### src/sv/lrbc_pkg.sv
// Shared types, register indexes and constants for the retry backoff controller.
// No dependencies; every other file but lrbc_stream_if imports this package.
`default_nettype none

package lrbc_pkg;

    // Highest server count the round robin will use
    localparam int unsigned MAX_SERVERS = 16;
    localparam logic [4:0]  SRV_LIMIT   = (MAX_SERVERS < 16) ? 5'(MAX_SERVERS) : 5'd16;

    localparam logic [15:0] INITIAL_DELAY_RST     = 16'd100;
    localparam logic [15:0] DELAY_CAP_RST         = 16'd2000;
    localparam logic [7:0]  RETRY_LIMIT_RST       = 8'd10;
    localparam logic [19:0] CMD_TIMEOUT_RST       = 20'd30000;
    localparam logic [4:0]  SERVER_COUNT_RST      = 5'd1;

    localparam int CFG_IDX_W  = 3;
    localparam int CFG_DATA_W = 20;

    localparam logic [CFG_IDX_W-1:0] CFG_INITIAL_DELAY     = 3'd0;
    localparam logic [CFG_IDX_W-1:0] CFG_DELAY_CAP         = 3'd1;
    localparam logic [CFG_IDX_W-1:0] CFG_RETRY_LIMIT       = 3'd2;
    localparam logic [CFG_IDX_W-1:0] CFG_CMD_TIMEOUT       = 3'd3;
    localparam logic [CFG_IDX_W-1:0] CFG_SERVER_COUNT      = 3'd4;

    typedef enum logic [1:0] {
        REQ_START = 2'd0,
        REQ_REPLY = 2'd1,
        REQ_TICK  = 2'd2
    } req_kind_t;

    typedef enum logic [2:0] {
        OUT_SEND         = 3'd0,
        OUT_SUCCESS      = 3'd1,
        OUT_SERVER_ERROR = 3'd2,
        OUT_TIMEOUT      = 3'd3,
        OUT_RETRIES      = 3'd4
    } outcome_t;

    typedef struct packed {
        logic [1:0] req_type;
        logic       rpc_ok;
        logic       reply_success;
        logic       leader_given;
        logic [3:0] leader_server;
    } lrbc_req_t;

    typedef struct packed {
        logic [2:0]  outcome;
        logic [3:0]  target_server;
        logic [7:0]  attempt_number;
        logic [31:0] command_sequence;
    } lrbc_rsp_t;

    typedef struct packed {
        logic [15:0] initial_delay;
        logic [15:0] delay_cap;
        logic [7:0]  retry_limit;
        logic [19:0] cmd_timeout;
        logic [4:0]  server_count;
    } lrbc_cfg_t;

    // Registered item waiting in the input stage
    typedef struct packed {
        logic      valid;
        lrbc_req_t data;
    } lrbc_item_t;

    // Result of one processed item
    typedef struct packed {
        logic      valid;
        lrbc_rsp_t data;
    } lrbc_result_t;

endpackage

`default_nettype wire

### src/sv/lrbc_stream_if.sv
// Valid/ready stream interface carrying one payload type.
// Used for both the request and the result channel; no dependencies.
`default_nettype none

interface lrbc_stream_if #(
    parameter type payload_t = logic
);
    logic     valid;
    logic     ready;
    payload_t data;

    modport source (output valid, output data, input ready);
    modport sink   (input valid, input data, output ready);
endinterface

`default_nettype wire

### src/sv/leader_retry_backoff_controller_core.sv
// Path: an accepted item is held in the input register, and any result it gives then in the result register.
// Throughput: one item per cycle while results are taken; the input register refills while the result register drains.
// An item waits in the input register only while a previous result is not yet taken.
// Reset (rst_n low, asynchronous): both stages empty, command idle, sequence number 1,
// configuration registers back to their defaults.
`default_nettype none

module leader_retry_backoff_controller_core
    import lrbc_pkg::*;
(
    input  wire logic                  clk,
    input  wire logic                  rst_n,
    lrbc_stream_if.sink                req,
    lrbc_stream_if.source              rsp,
    input  wire logic                  cfg_wr_en,
    input  wire logic [CFG_IDX_W-1:0]  cfg_index,
    input  wire logic [CFG_DATA_W-1:0] cfg_data
);

    lrbc_cfg_t    cfg;
    lrbc_item_t   item;
    lrbc_result_t res;
    logic         fire;

    assign fire = item.valid && (!rsp.valid || rsp.ready);

    lrbc_cfg_regs u_cfg (
        .clk       (clk),
        .rst_n     (rst_n),
        .cfg_wr_en (cfg_wr_en),
        .cfg_index (cfg_index),
        .cfg_data  (cfg_data),
        .cfg       (cfg)
    );

    lrbc_in_stage u_in (
        .clk     (clk),
        .rst_n   (rst_n),
        .req     (req),
        .advance (fire),
        .item    (item)
    );

    lrbc_engine u_engine (
        .clk      (clk),
        .rst_n    (rst_n),
        .cfg      (cfg),
        .fire     (fire),
        .req_data (item.data),
        .res      (res)
    );

    lrbc_out_stage u_out (
        .clk   (clk),
        .rst_n (rst_n),
        .fire  (fire),
        .res   (res),
        .rsp   (rsp)
    );

endmodule

`default_nettype wire

### src/sv/lrbc_cfg_regs.sv
// Configuration register file of the retry backoff controller.
// Depends on lrbc_pkg.
`default_nettype none

module lrbc_cfg_regs
    import lrbc_pkg::*;
(
    input  wire logic                  clk,
    input  wire logic                  rst_n,
    input  wire logic                  cfg_wr_en,
    input  wire logic [CFG_IDX_W-1:0]  cfg_index,
    input  wire logic [CFG_DATA_W-1:0] cfg_data,
    output lrbc_cfg_t                  cfg
);

    lrbc_cfg_t cfg_reg;
    lrbc_cfg_t cfg_next;

    always_comb
    begin
        cfg_next = cfg_reg;
        if (cfg_wr_en)
        begin
            case (cfg_index)
                CFG_INITIAL_DELAY:     cfg_next.initial_delay     = cfg_data[15:0];
                CFG_DELAY_CAP:         cfg_next.delay_cap         = cfg_data[15:0];
                CFG_RETRY_LIMIT:       cfg_next.retry_limit       = cfg_data[7:0];
                CFG_CMD_TIMEOUT:       cfg_next.cmd_timeout       = cfg_data[19:0];
                CFG_SERVER_COUNT:      cfg_next.server_count      = cfg_data[4:0];
                default: ;
            endcase
        end
    end

    always_ff @(posedge clk or negedge rst_n)
    begin
        if (!rst_n)
        begin
            cfg_reg.initial_delay     <= INITIAL_DELAY_RST;
            cfg_reg.delay_cap         <= DELAY_CAP_RST;
            cfg_reg.retry_limit       <= RETRY_LIMIT_RST;
            cfg_reg.cmd_timeout       <= CMD_TIMEOUT_RST;
            cfg_reg.server_count      <= SERVER_COUNT_RST;
        end
        else
        begin
            cfg_reg <= cfg_next;
        end
    end

    assign cfg = cfg_reg;

endmodule

`default_nettype wire

### src/sv/lrbc_in_stage.sv
// Input register of the retry backoff controller: holds one accepted item.
// Depends on lrbc_pkg and lrbc_stream_if.
`default_nettype none

module lrbc_in_stage
    import lrbc_pkg::*;
(
    input  wire logic    clk,
    input  wire logic    rst_n,
    lrbc_stream_if.sink  req,
    input  wire logic    advance,
    output lrbc_item_t   item
);

    logic      valid_reg;
    logic      valid_next;
    lrbc_req_t data_reg;
    logic      take;

    // Refill in the same cycle the held item moves on
    assign req.ready = !valid_reg || advance;
    assign take      = req.valid && req.ready;

    always_comb
    begin
        valid_next = valid_reg;
        if (take)
            valid_next = 1'b1;
        else if (advance)
            valid_next = 1'b0;
    end

    always_ff @(posedge clk or negedge rst_n)
    begin
        if (!rst_n)
            valid_reg <= 1'b0;
        else
            valid_reg <= valid_next;
    end

    always_ff @(posedge clk)
    begin
        if (take)
            data_reg <= req.data;
    end

    assign item.valid = valid_reg;
    assign item.data  = data_reg;

endmodule

`default_nettype wire

### src/sv/lrbc_engine.sv
// Command state and single-pass next-state logic of the retry backoff controller.
// Depends on lrbc_pkg.
`default_nettype none

module lrbc_engine
    import lrbc_pkg::*;
(
    input  wire logic       clk,
    input  wire logic       rst_n,
    input  wire lrbc_cfg_t  cfg,
    input  wire logic       fire,
    input  wire lrbc_req_t  req_data,
    output lrbc_result_t    res
);

    logic        busy_reg,         busy_next;
    logic        waiting_reg,      waiting_next;
    logic [7:0]  attempt_reg,      attempt_next;
    logic [15:0] wait_left_reg,    wait_left_next;
    logic [15:0] next_delay_reg,   next_delay_next;
    logic [19:0] elapsed_reg,      elapsed_next;
    logic        leader_known_reg, leader_known_next;
    logic [3:0]  leader_index_reg, leader_index_next;
    logic [3:0]  next_server_reg,  next_server_next;
    logic [31:0] seq_reg,          seq_next;

    logic [4:0]  eff_count;
    logic [3:0]  ns_eff;
    logic [4:0]  ns_inc;
    logic [3:0]  ns_adv;
    logic [8:0]  boff_k;
    logic [15:0] boff;
    logic [3:0]  tgt_cur;
    logic [7:0]  attempt_bump;
    logic [15:0] wl_dec;
    logic [3:0]  tgt_na;
    logic        do_na;

    // min(init << k, cap), shift saturating to the cap
    function automatic logic [15:0] backoff_calc(
        input logic [15:0] init,
        input logic [15:0] cap,
        input logic [8:0]  k
    );
        logic [31:0] d;
        begin
            d = {16'd0, init} << k[4:0];
            if (init == 16'd0)
                backoff_calc = 16'd0;
            else if (k >= 9'd17)
                backoff_calc = cap;
            else if (d > {16'd0, cap})
                backoff_calc = cap;
            else
                backoff_calc = d[15:0];
        end
    endfunction

    always_comb
    begin
        if (cfg.server_count == 5'd0)
            eff_count = 5'd1;
        else if (cfg.server_count > SRV_LIMIT)
            eff_count = SRV_LIMIT;
        else
            eff_count = cfg.server_count;
    end

    assign ns_eff       = ({1'b0, next_server_reg} >= eff_count) ? 4'd0 : next_server_reg;
    assign ns_inc       = {1'b0, ns_eff} + 5'd1;
    assign ns_adv       = (ns_inc >= eff_count) ? 4'd0 : ns_inc[3:0];
    assign boff_k       = (req_data.req_type == REQ_START) ? 9'd0 : {1'b0, attempt_reg} + 9'd1;
    assign boff         = backoff_calc(cfg.initial_delay, cfg.delay_cap, boff_k);
    assign tgt_cur      = leader_known_reg ? leader_index_reg : ns_eff;
    assign attempt_bump = (attempt_reg != 8'hFF) ? attempt_reg + 8'd1 : attempt_reg;
    assign wl_dec       = (wait_left_reg != 16'd0) ? wait_left_reg - 16'd1 : wait_left_reg;

    always_comb
    begin
        busy_next         = busy_reg;
        waiting_next      = waiting_reg;
        attempt_next      = attempt_reg;
        wait_left_next    = wait_left_reg;
        next_delay_next   = next_delay_reg;
        elapsed_next      = elapsed_reg;
        leader_known_next = leader_known_reg;
        leader_index_next = leader_index_reg;
        next_server_next  = next_server_reg;
        seq_next          = seq_reg;
        do_na             = 1'b0;
        tgt_na            = 4'd0;
        res               = '0;

        if (fire)
        begin
            case (req_data.req_type)
                REQ_START:
                begin
                    seq_next          = seq_reg + 32'd1;
                    busy_next         = 1'b1;
                    waiting_next      = 1'b0;
                    leader_known_next = 1'b0;
                    attempt_next      = 8'd0;
                    elapsed_next      = 20'd0;
                    wait_left_next    = 16'd0;
                    next_delay_next   = boff;
                    next_server_next  = ns_eff;
                    do_na             = 1'b1;
                end
                REQ_REPLY:
                begin
                    if (busy_reg && !waiting_reg)
                    begin
                        next_server_next = ns_eff;
                        if (req_data.rpc_ok)
                        begin
                            if (req_data.reply_success)
                            begin
                                busy_next              = 1'b0;
                                res.valid              = 1'b1;
                                res.data.outcome       = OUT_SUCCESS;
                                res.data.target_server = tgt_cur;
                                res.data.attempt_number = attempt_reg + 8'd1;
                            end
                            else if (req_data.leader_given)
                            begin
                                leader_known_next = 1'b1;
                                leader_index_next = req_data.leader_server;
                                attempt_next      = attempt_bump;
                                do_na             = 1'b1;
                            end
                            else
                            begin
                                busy_next              = 1'b0;
                                res.valid              = 1'b1;
                                res.data.outcome       = OUT_SERVER_ERROR;
                                res.data.target_server = tgt_cur;
                                res.data.attempt_number = attempt_reg + 8'd1;
                            end
                        end
                        else
                        begin
                            // network failure: arm the backoff, maybe rotate server
                            wait_left_next  = next_delay_reg;
                            next_delay_next = boff;
                            if (!leader_known_reg)
                                next_server_next = ns_adv;
                            attempt_next = attempt_bump;
                            if (next_delay_reg == 16'd0)
                                do_na = 1'b1;
                            else
                                waiting_next = 1'b1;
                        end
                    end
                end
                REQ_TICK:
                begin
                    if (busy_reg)
                    begin
                        if (elapsed_reg != 20'hFFFFF)
                            elapsed_next = elapsed_reg + 20'd1;
                        if (waiting_reg)
                        begin
                            wait_left_next = wl_dec;
                            if (wl_dec == 16'd0)
                            begin
                                waiting_next     = 1'b0;
                                next_server_next = ns_eff;
                                do_na            = 1'b1;
                            end
                        end
                    end
                end
                default: ;
            endcase

            // limit and timeout checks ahead of every attempt
            if (do_na)
            begin
                tgt_na                 = leader_known_next ? leader_index_next
                                                           : next_server_next;
                res.valid              = 1'b1;
                res.data.target_server = tgt_na;
                if (attempt_next >= cfg.retry_limit)
                begin
                    busy_next               = 1'b0;
                    waiting_next            = 1'b0;
                    res.data.outcome        = OUT_RETRIES;
                    res.data.attempt_number = attempt_next;
                end
                else if (elapsed_next > cfg.cmd_timeout)
                begin
                    busy_next               = 1'b0;
                    waiting_next            = 1'b0;
                    res.data.outcome        = OUT_TIMEOUT;
                    res.data.attempt_number = attempt_next;
                end
                else
                begin
                    res.data.outcome        = OUT_SEND;
                    res.data.attempt_number = attempt_next + 8'd1;
                end
            end
            res.data.command_sequence = seq_next - 32'd1;
        end
    end

    always_ff @(posedge clk or negedge rst_n)
    begin
        if (!rst_n)
        begin
            busy_reg         <= 1'b0;
            waiting_reg      <= 1'b0;
            attempt_reg      <= 8'd0;
            wait_left_reg    <= 16'd0;
            next_delay_reg   <= 16'd0;
            elapsed_reg      <= 20'd0;
            leader_known_reg <= 1'b0;
            leader_index_reg <= 4'd0;
            next_server_reg  <= 4'd0;
            seq_reg          <= 32'd1;
        end
        else
        begin
            busy_reg         <= busy_next;
            waiting_reg      <= waiting_next;
            attempt_reg      <= attempt_next;
            wait_left_reg    <= wait_left_next;
            next_delay_reg   <= next_delay_next;
            elapsed_reg      <= elapsed_next;
            leader_known_reg <= leader_known_next;
            leader_index_reg <= leader_index_next;
            next_server_reg  <= next_server_next;
            seq_reg          <= seq_next;
        end
    end

endmodule

`default_nettype wire

### src/sv/lrbc_out_stage.sv
// Result register of the retry backoff controller, drives the result channel.
// Depends on lrbc_pkg and lrbc_stream_if.
`default_nettype none

module lrbc_out_stage
    import lrbc_pkg::*;
(
    input  wire logic         clk,
    input  wire logic         rst_n,
    input  wire logic         fire,
    input  wire lrbc_result_t res,
    lrbc_stream_if.source     rsp
);

    logic      valid_reg;
    logic      valid_next;
    lrbc_rsp_t data_reg;

    // fire only happens when this register is empty or being drained
    always_comb
    begin
        valid_next = valid_reg;
        if (fire)
            valid_next = res.valid;
        else if (rsp.ready)
            valid_next = 1'b0;
    end

    always_ff @(posedge clk or negedge rst_n)
    begin
        if (!rst_n)
            valid_reg <= 1'b0;
        else
            valid_reg <= valid_next;
    end

    always_ff @(posedge clk)
    begin
        if (fire && res.valid)
            data_reg <= res.data;
    end

    assign rsp.valid = valid_reg;
    assign rsp.data  = data_reg;

endmodule

`default_nettype wire

### src/flat_wrapper.sv
// flat-port wrapper written by rule: the top's interface ports become plain ports
module leader_retry_backoff_controller_core_flat import lrbc_pkg::*;
  (clk, rst_n, cfg_wr_en, cfg_index, cfg_data, req_valid, req_data, req_ready, rsp_valid, rsp_data, rsp_ready);
  lrbc_stream_if #(.payload_t(lrbc_req_t)) req_i ();
  lrbc_stream_if #(.payload_t(lrbc_rsp_t)) rsp_i ();
  input  wire logic clk;
  input  wire logic rst_n;
  input  wire logic cfg_wr_en;
  input  wire logic [CFG_IDX_W-1:0] cfg_index;
  input  wire logic [CFG_DATA_W-1:0] cfg_data;
  input wire logic [$bits(req_i.valid)-1:0] req_valid;
  input wire logic [$bits(req_i.data)-1:0] req_data;
  output wire logic [$bits(req_i.ready)-1:0] req_ready;
  output wire logic [$bits(rsp_i.valid)-1:0] rsp_valid;
  output wire logic [$bits(rsp_i.data)-1:0] rsp_data;
  input wire logic [$bits(rsp_i.ready)-1:0] rsp_ready;
  assign req_i.valid = req_valid;
  assign req_i.data = req_data;
  assign req_ready = req_i.ready;
  assign rsp_valid = rsp_i.valid;
  assign rsp_data = rsp_i.data;
  assign rsp_i.ready = rsp_ready;
  leader_retry_backoff_controller_core u_core (.clk(clk), .rst_n(rst_n), .req(req_i), .rsp(rsp_i), .cfg_wr_en(cfg_wr_en), .cfg_index(cfg_index), .cfg_data(cfg_data));
endmodule
### config.mk
export PLATFORM = sky130hd
export DESIGN_NAME = leader_retry_backoff_controller_core_flat
export DESIGN_NICKNAME = d
export VERILOG_FILES = /design/src/sv/lrbc_pkg.sv /design/src/sv/lrbc_stream_if.sv /design/src/sv/leader_retry_backoff_controller_core.sv /design/src/sv/lrbc_cfg_regs.sv /design/src/sv/lrbc_in_stage.sv /design/src/sv/lrbc_engine.sv /design/src/sv/lrbc_out_stage.sv /design/src/flat_wrapper.sv
export SDC_FILE = /design/constraint.sdc
export NUM_CORES = 1
export LEC_CHECK = 0
export BUFFER_PORTS_ARGS = -buffer_cell sky130_fd_sc_hd__buf_2
export CORE_UTILIZATION = 48
export DETAILED_ROUTE_END_ITERATION = 12
export PLACE_DENSITY = 0.65
export SYNTH_ARGS = -nofsm -noshare
export SYNTH_HDL_FRONTEND = slang
export SYNTH_SLANG_ARGS = --single-unit
### constraint.sdc
create_clock -name clk -period 6.5 [get_ports clk]
set_input_delay 0 -clock clk [delete_from_list [all_inputs] [get_ports clk]]
set_output_delay 0 -clock clk [all_outputs]
set_load 0.005 [all_outputs]
==> flow_summary_export.csv <==
group,metric,value,unit
global_route,first_global_vias,12600,
floorplan,rows,65,
synthesis,ys_ff_latch,226,
worst_setup_path,crit_chain,"buf_4 > ha_1 > nor2b_2 > mux4_2 > a2bb2oi_1 > nand2_1 > and3b_1 > ha_1 > nand2_1 > nor2_1 > a2111oi_0 > nor2_1 > nor4_1 > o22ai_1 > a21oi_4 > mux2i_1 > o21ai_1",
floorplan,io_pins,86,
clock_network,cts_buffers,27,
routing,antenna_left,0,
cells_and_area,drive_gt1_share,14.9,%
global_route,antenna_found_initial,0,
clock_network,postCtsResizedCells,0,
sta,setup_viol,0,
clock_network,cts-root-buf,"clkbuf_16",
sta,maxSlewHeadroom,34.2,%
synthesis,avgSynthCellArea,9.07,um2
sta,fmax,192,MHz
routing,drt-total-wl,43.4,mm
routing,drtIter0Drc,1302,
cells_and_area,fillers,2834,
sta,fin_setup_tns,0,ns
clock_network,hold_buffers,34,
run_status,status,"finished, final reports clean",
cells_and_area,finalCoreUtilization,54.9,%
synthesis,async_flop_share,75.2,%
clock_network,clk_path_buf_depth,3,
worst_setup_path,r2r_slack,1.29,ns
routing,dr.pass1.iters,6,
floorplan,die_w,181,um
cells_and_area,largest_register_ffs,65,
synthesis,netlist_area,0.0153,mm2
worst_setup_path,cp-end-kind,"register",
clock_network,cts_tree,"yes",
cells_and_area,diodes,0,
routing,dr_total_vias,13300,
power,power_density,381,mW/mm2
sta,fin_hold_ws,0.0335,ns
cells_and_area,synthToLayoutAreaGrowth,12.6,%
sta,rsz0062_at_grt,"false",
worst_setup_path,worstPathMaxFanout,25,
placement,place_congestion,0.955,
global_route,grt_overflow_total,0,
worst_setup_path,crit_required,6.90,ns
floorplan,die_h,181,um
placement,post_dp_cell_area,0.0160,mm2
power,leakagePower,7.28,nW
synthesis,yosysMostFrequentCell,"nand2_1",
worst_setup_path,critical-path-top-delay-family,"compound AO/OA/AOI/OAI gates",
global_route,grt.total_usage,26.8,%
sta,tightest_slew,0.979,ns
routing,via_per_inst,6.07,
worst_setup_path,cp.arrival,5.61,ns
clock_network,post_cts_buffers,0,
synthesis,synth_warnings,0,
worst_setup_path,max_stage_delay,0.62,ns
synthesis,synth-edff-count,56,
synthesis,syn_inst,1691,
placement,post-dp-hpwl,31.5,mm
global_route,grt_start_max_net_pins,82,
job,max-cap-violations,0,
sta,finalCritPeriodShare,80.2,%
synthesis,synth_common_cells,"nand2_1, dfrtp_1, nor2_1, o21ai_0, inv_1",
global_route,grt_pass1_wl,70.2,mm
cells_and_area,fin_nets,1874,
clock_network,htree_levels,1,
worst_setup_path,slowest_stage,"a21oi_4",
power,ir_worst_vdd,0.280,mV
sta,skew,0.0108,ns
synthesis,synth_ff_type,"dfrtp_1",
cells_and_area,fin_area,0.0173,mm2
sta,slew_violations,0,
synthesis,synth.area.top_cells,"dfrtp_1, edfxtp_1, ha_1",
clock_network,clk_pin_slew,0.06,ns
placement,portBuffers,85,
hold_path,hp-class,"in2async",
floorplan,dieArea,0.0327,mm2
floorplan,core_area,0.0315,mm2
synthesis,synth_top_area_share,24.5,%
clock_network,cts_num_sinks,226,
synthesis,netlist-cell-type-count,97,
sta,finalHoldViolCount,0,
synthesis,ys_seq_area_share,38.9,%
routing,detail_route.wl_per_cell,19.8,um
power,power,6.58,mW
synthesis,syn_nets,1792,
synthesis,synth_top_area_cell,"dfrtp_1",
worst_setup_path,path_class,"reg2reg",
worst_setup_path,crit_buf_inv,1,
sta,finalCriticalPeriod,5.21,ns
floorplan,start_util,48.7,%
worst_setup_path,critPathLaunchType,"register",
clock_network,insertion_delay,0.54,ns
routing,drc,0,
worst paths after layout:
check	from	end	cells past startpoint
min in group clk	cfg_index[2]	u_core.u_cfg.cfg[26]	5
worst min-delay path	rst_n	u_core.u_engine.seq_reg[8]	2
worst max register to register	u_core.u_engine.attempt_reg[0]	u_core.u_engine.next_delay_reg[9]	17
worst min register to register	u_core.u_engine.seq_reg[31]	u_core.u_engine.seq_reg[31]	1
worst max-delay path	u_core.u_engine.attempt_reg[0]	u_core.u_engine.next_delay_reg[9]	17
max in group asynchronous	rst_n	u_core.u_cfg.cfg[21]	3
worst register-to-register path: stages (launching register included):
cell	delay [ns]
dfrtp_1	0.36
buf_4	0.22
ha_1	0.52
nor2b_2	0.58
mux4_2	0.59
a2bb2oi_1	0.24
nand2_1	0.07
and3b_1	0.18
ha_1	0.30
nand2_1	0.07
nor2_1	0.04
a2111oi_0	0.40
nor2_1	0.11
nor4_1	0.25
o22ai_1	0.17
a21oi_4	0.62
mux2i_1	0.29
o21ai_1	0.07
per-stage QoR:
step / setup slack, ns / instances
6_report: 1.29 / 2195
5_1_grt: 0.881 / 2195
4_1_cts: 1.31 / 2195
3_5_place_dp: 1.36 / 2112
3_3_place_gp: 1.41 / 2112
2_1_floorplan: 1.61 / 1691
cell usage in the layout (no fill, tap or decap), types with 20 or more instances in the layout:
| master | count |
|---|---|
| nand2b_1 | 22 |
| dfstp_2 | 20 |
| nand3_1 | 63 |
| nor4_1 | 23 |
| ha_1 | 63 |
| nand2_1 | 210 |
| mux2i_1 | 50 |
| clkbuf_16 | 27 |
| a31oi_1 | 20 |
| o21ai_0 | 103 |
| inv_1 | 79 |
| buf_4 | 21 |
| nor3_1 | 37 |
| dfrtp_1 | 150 |
| mux2_2 | 55 |
| xor2_1 | 43 |
| xnor2_1 | 65 |
| nor2_1 | 136 |
| edfxtp_1 | 56 |
| a21oi_1 | 48 |
| buf_2 | 84 |
| nand4_1 | 33 |
| dlygate4sd3_1 | 34 |
| and3_1 | 31 |
metal layers:
metal | vias up | global-route usage, % | routed length [um]
met4 | 0 | 7.32 | 1120
met2 | 508 | 44.3 | 20500
met3 | 82 | 3.41 | 2710
li1 | 6313 | - | -
met1 | 6411 | 36.8 | 19000
met5 | - | 0 | 0
power by group:
| group | internal [mW] | total (mW) | switching, mW |
|---|---|---|---|
| Combinational | 1.24 | 3.02 | 1.78 |
| Sequential | 1.72 | 2.03 | 0.311 |
| Clock | 0.905 | 1.52 | 0.618 |
cell families (layout without fill, tap and decap cells):
logic type	count (synthesis)	count (layout)	share of synthesized area [%]
flops	226	226	38.9
buf+inv	166	268	4.71
compound gates	359	359	15.7
simple gates	661	661	21.8
mux	106	106	7.45
fa+ha+maj	64	64	5.22
xor+xnor	109	109	6.27
final cells by class:
cell class	count	area (um2)	share of cell area, %
tap	402	503	2.91
multi-input combinational	1299	8700	50.3
clock buffer	36	769	4.45
timing repair buffer	140	930	5.38
inverter	79	297	1.72
clock inverter	13	123	0.710
sequential	226	5960	34.5
No activity file was read; power rests on OpenSTA's default activity.
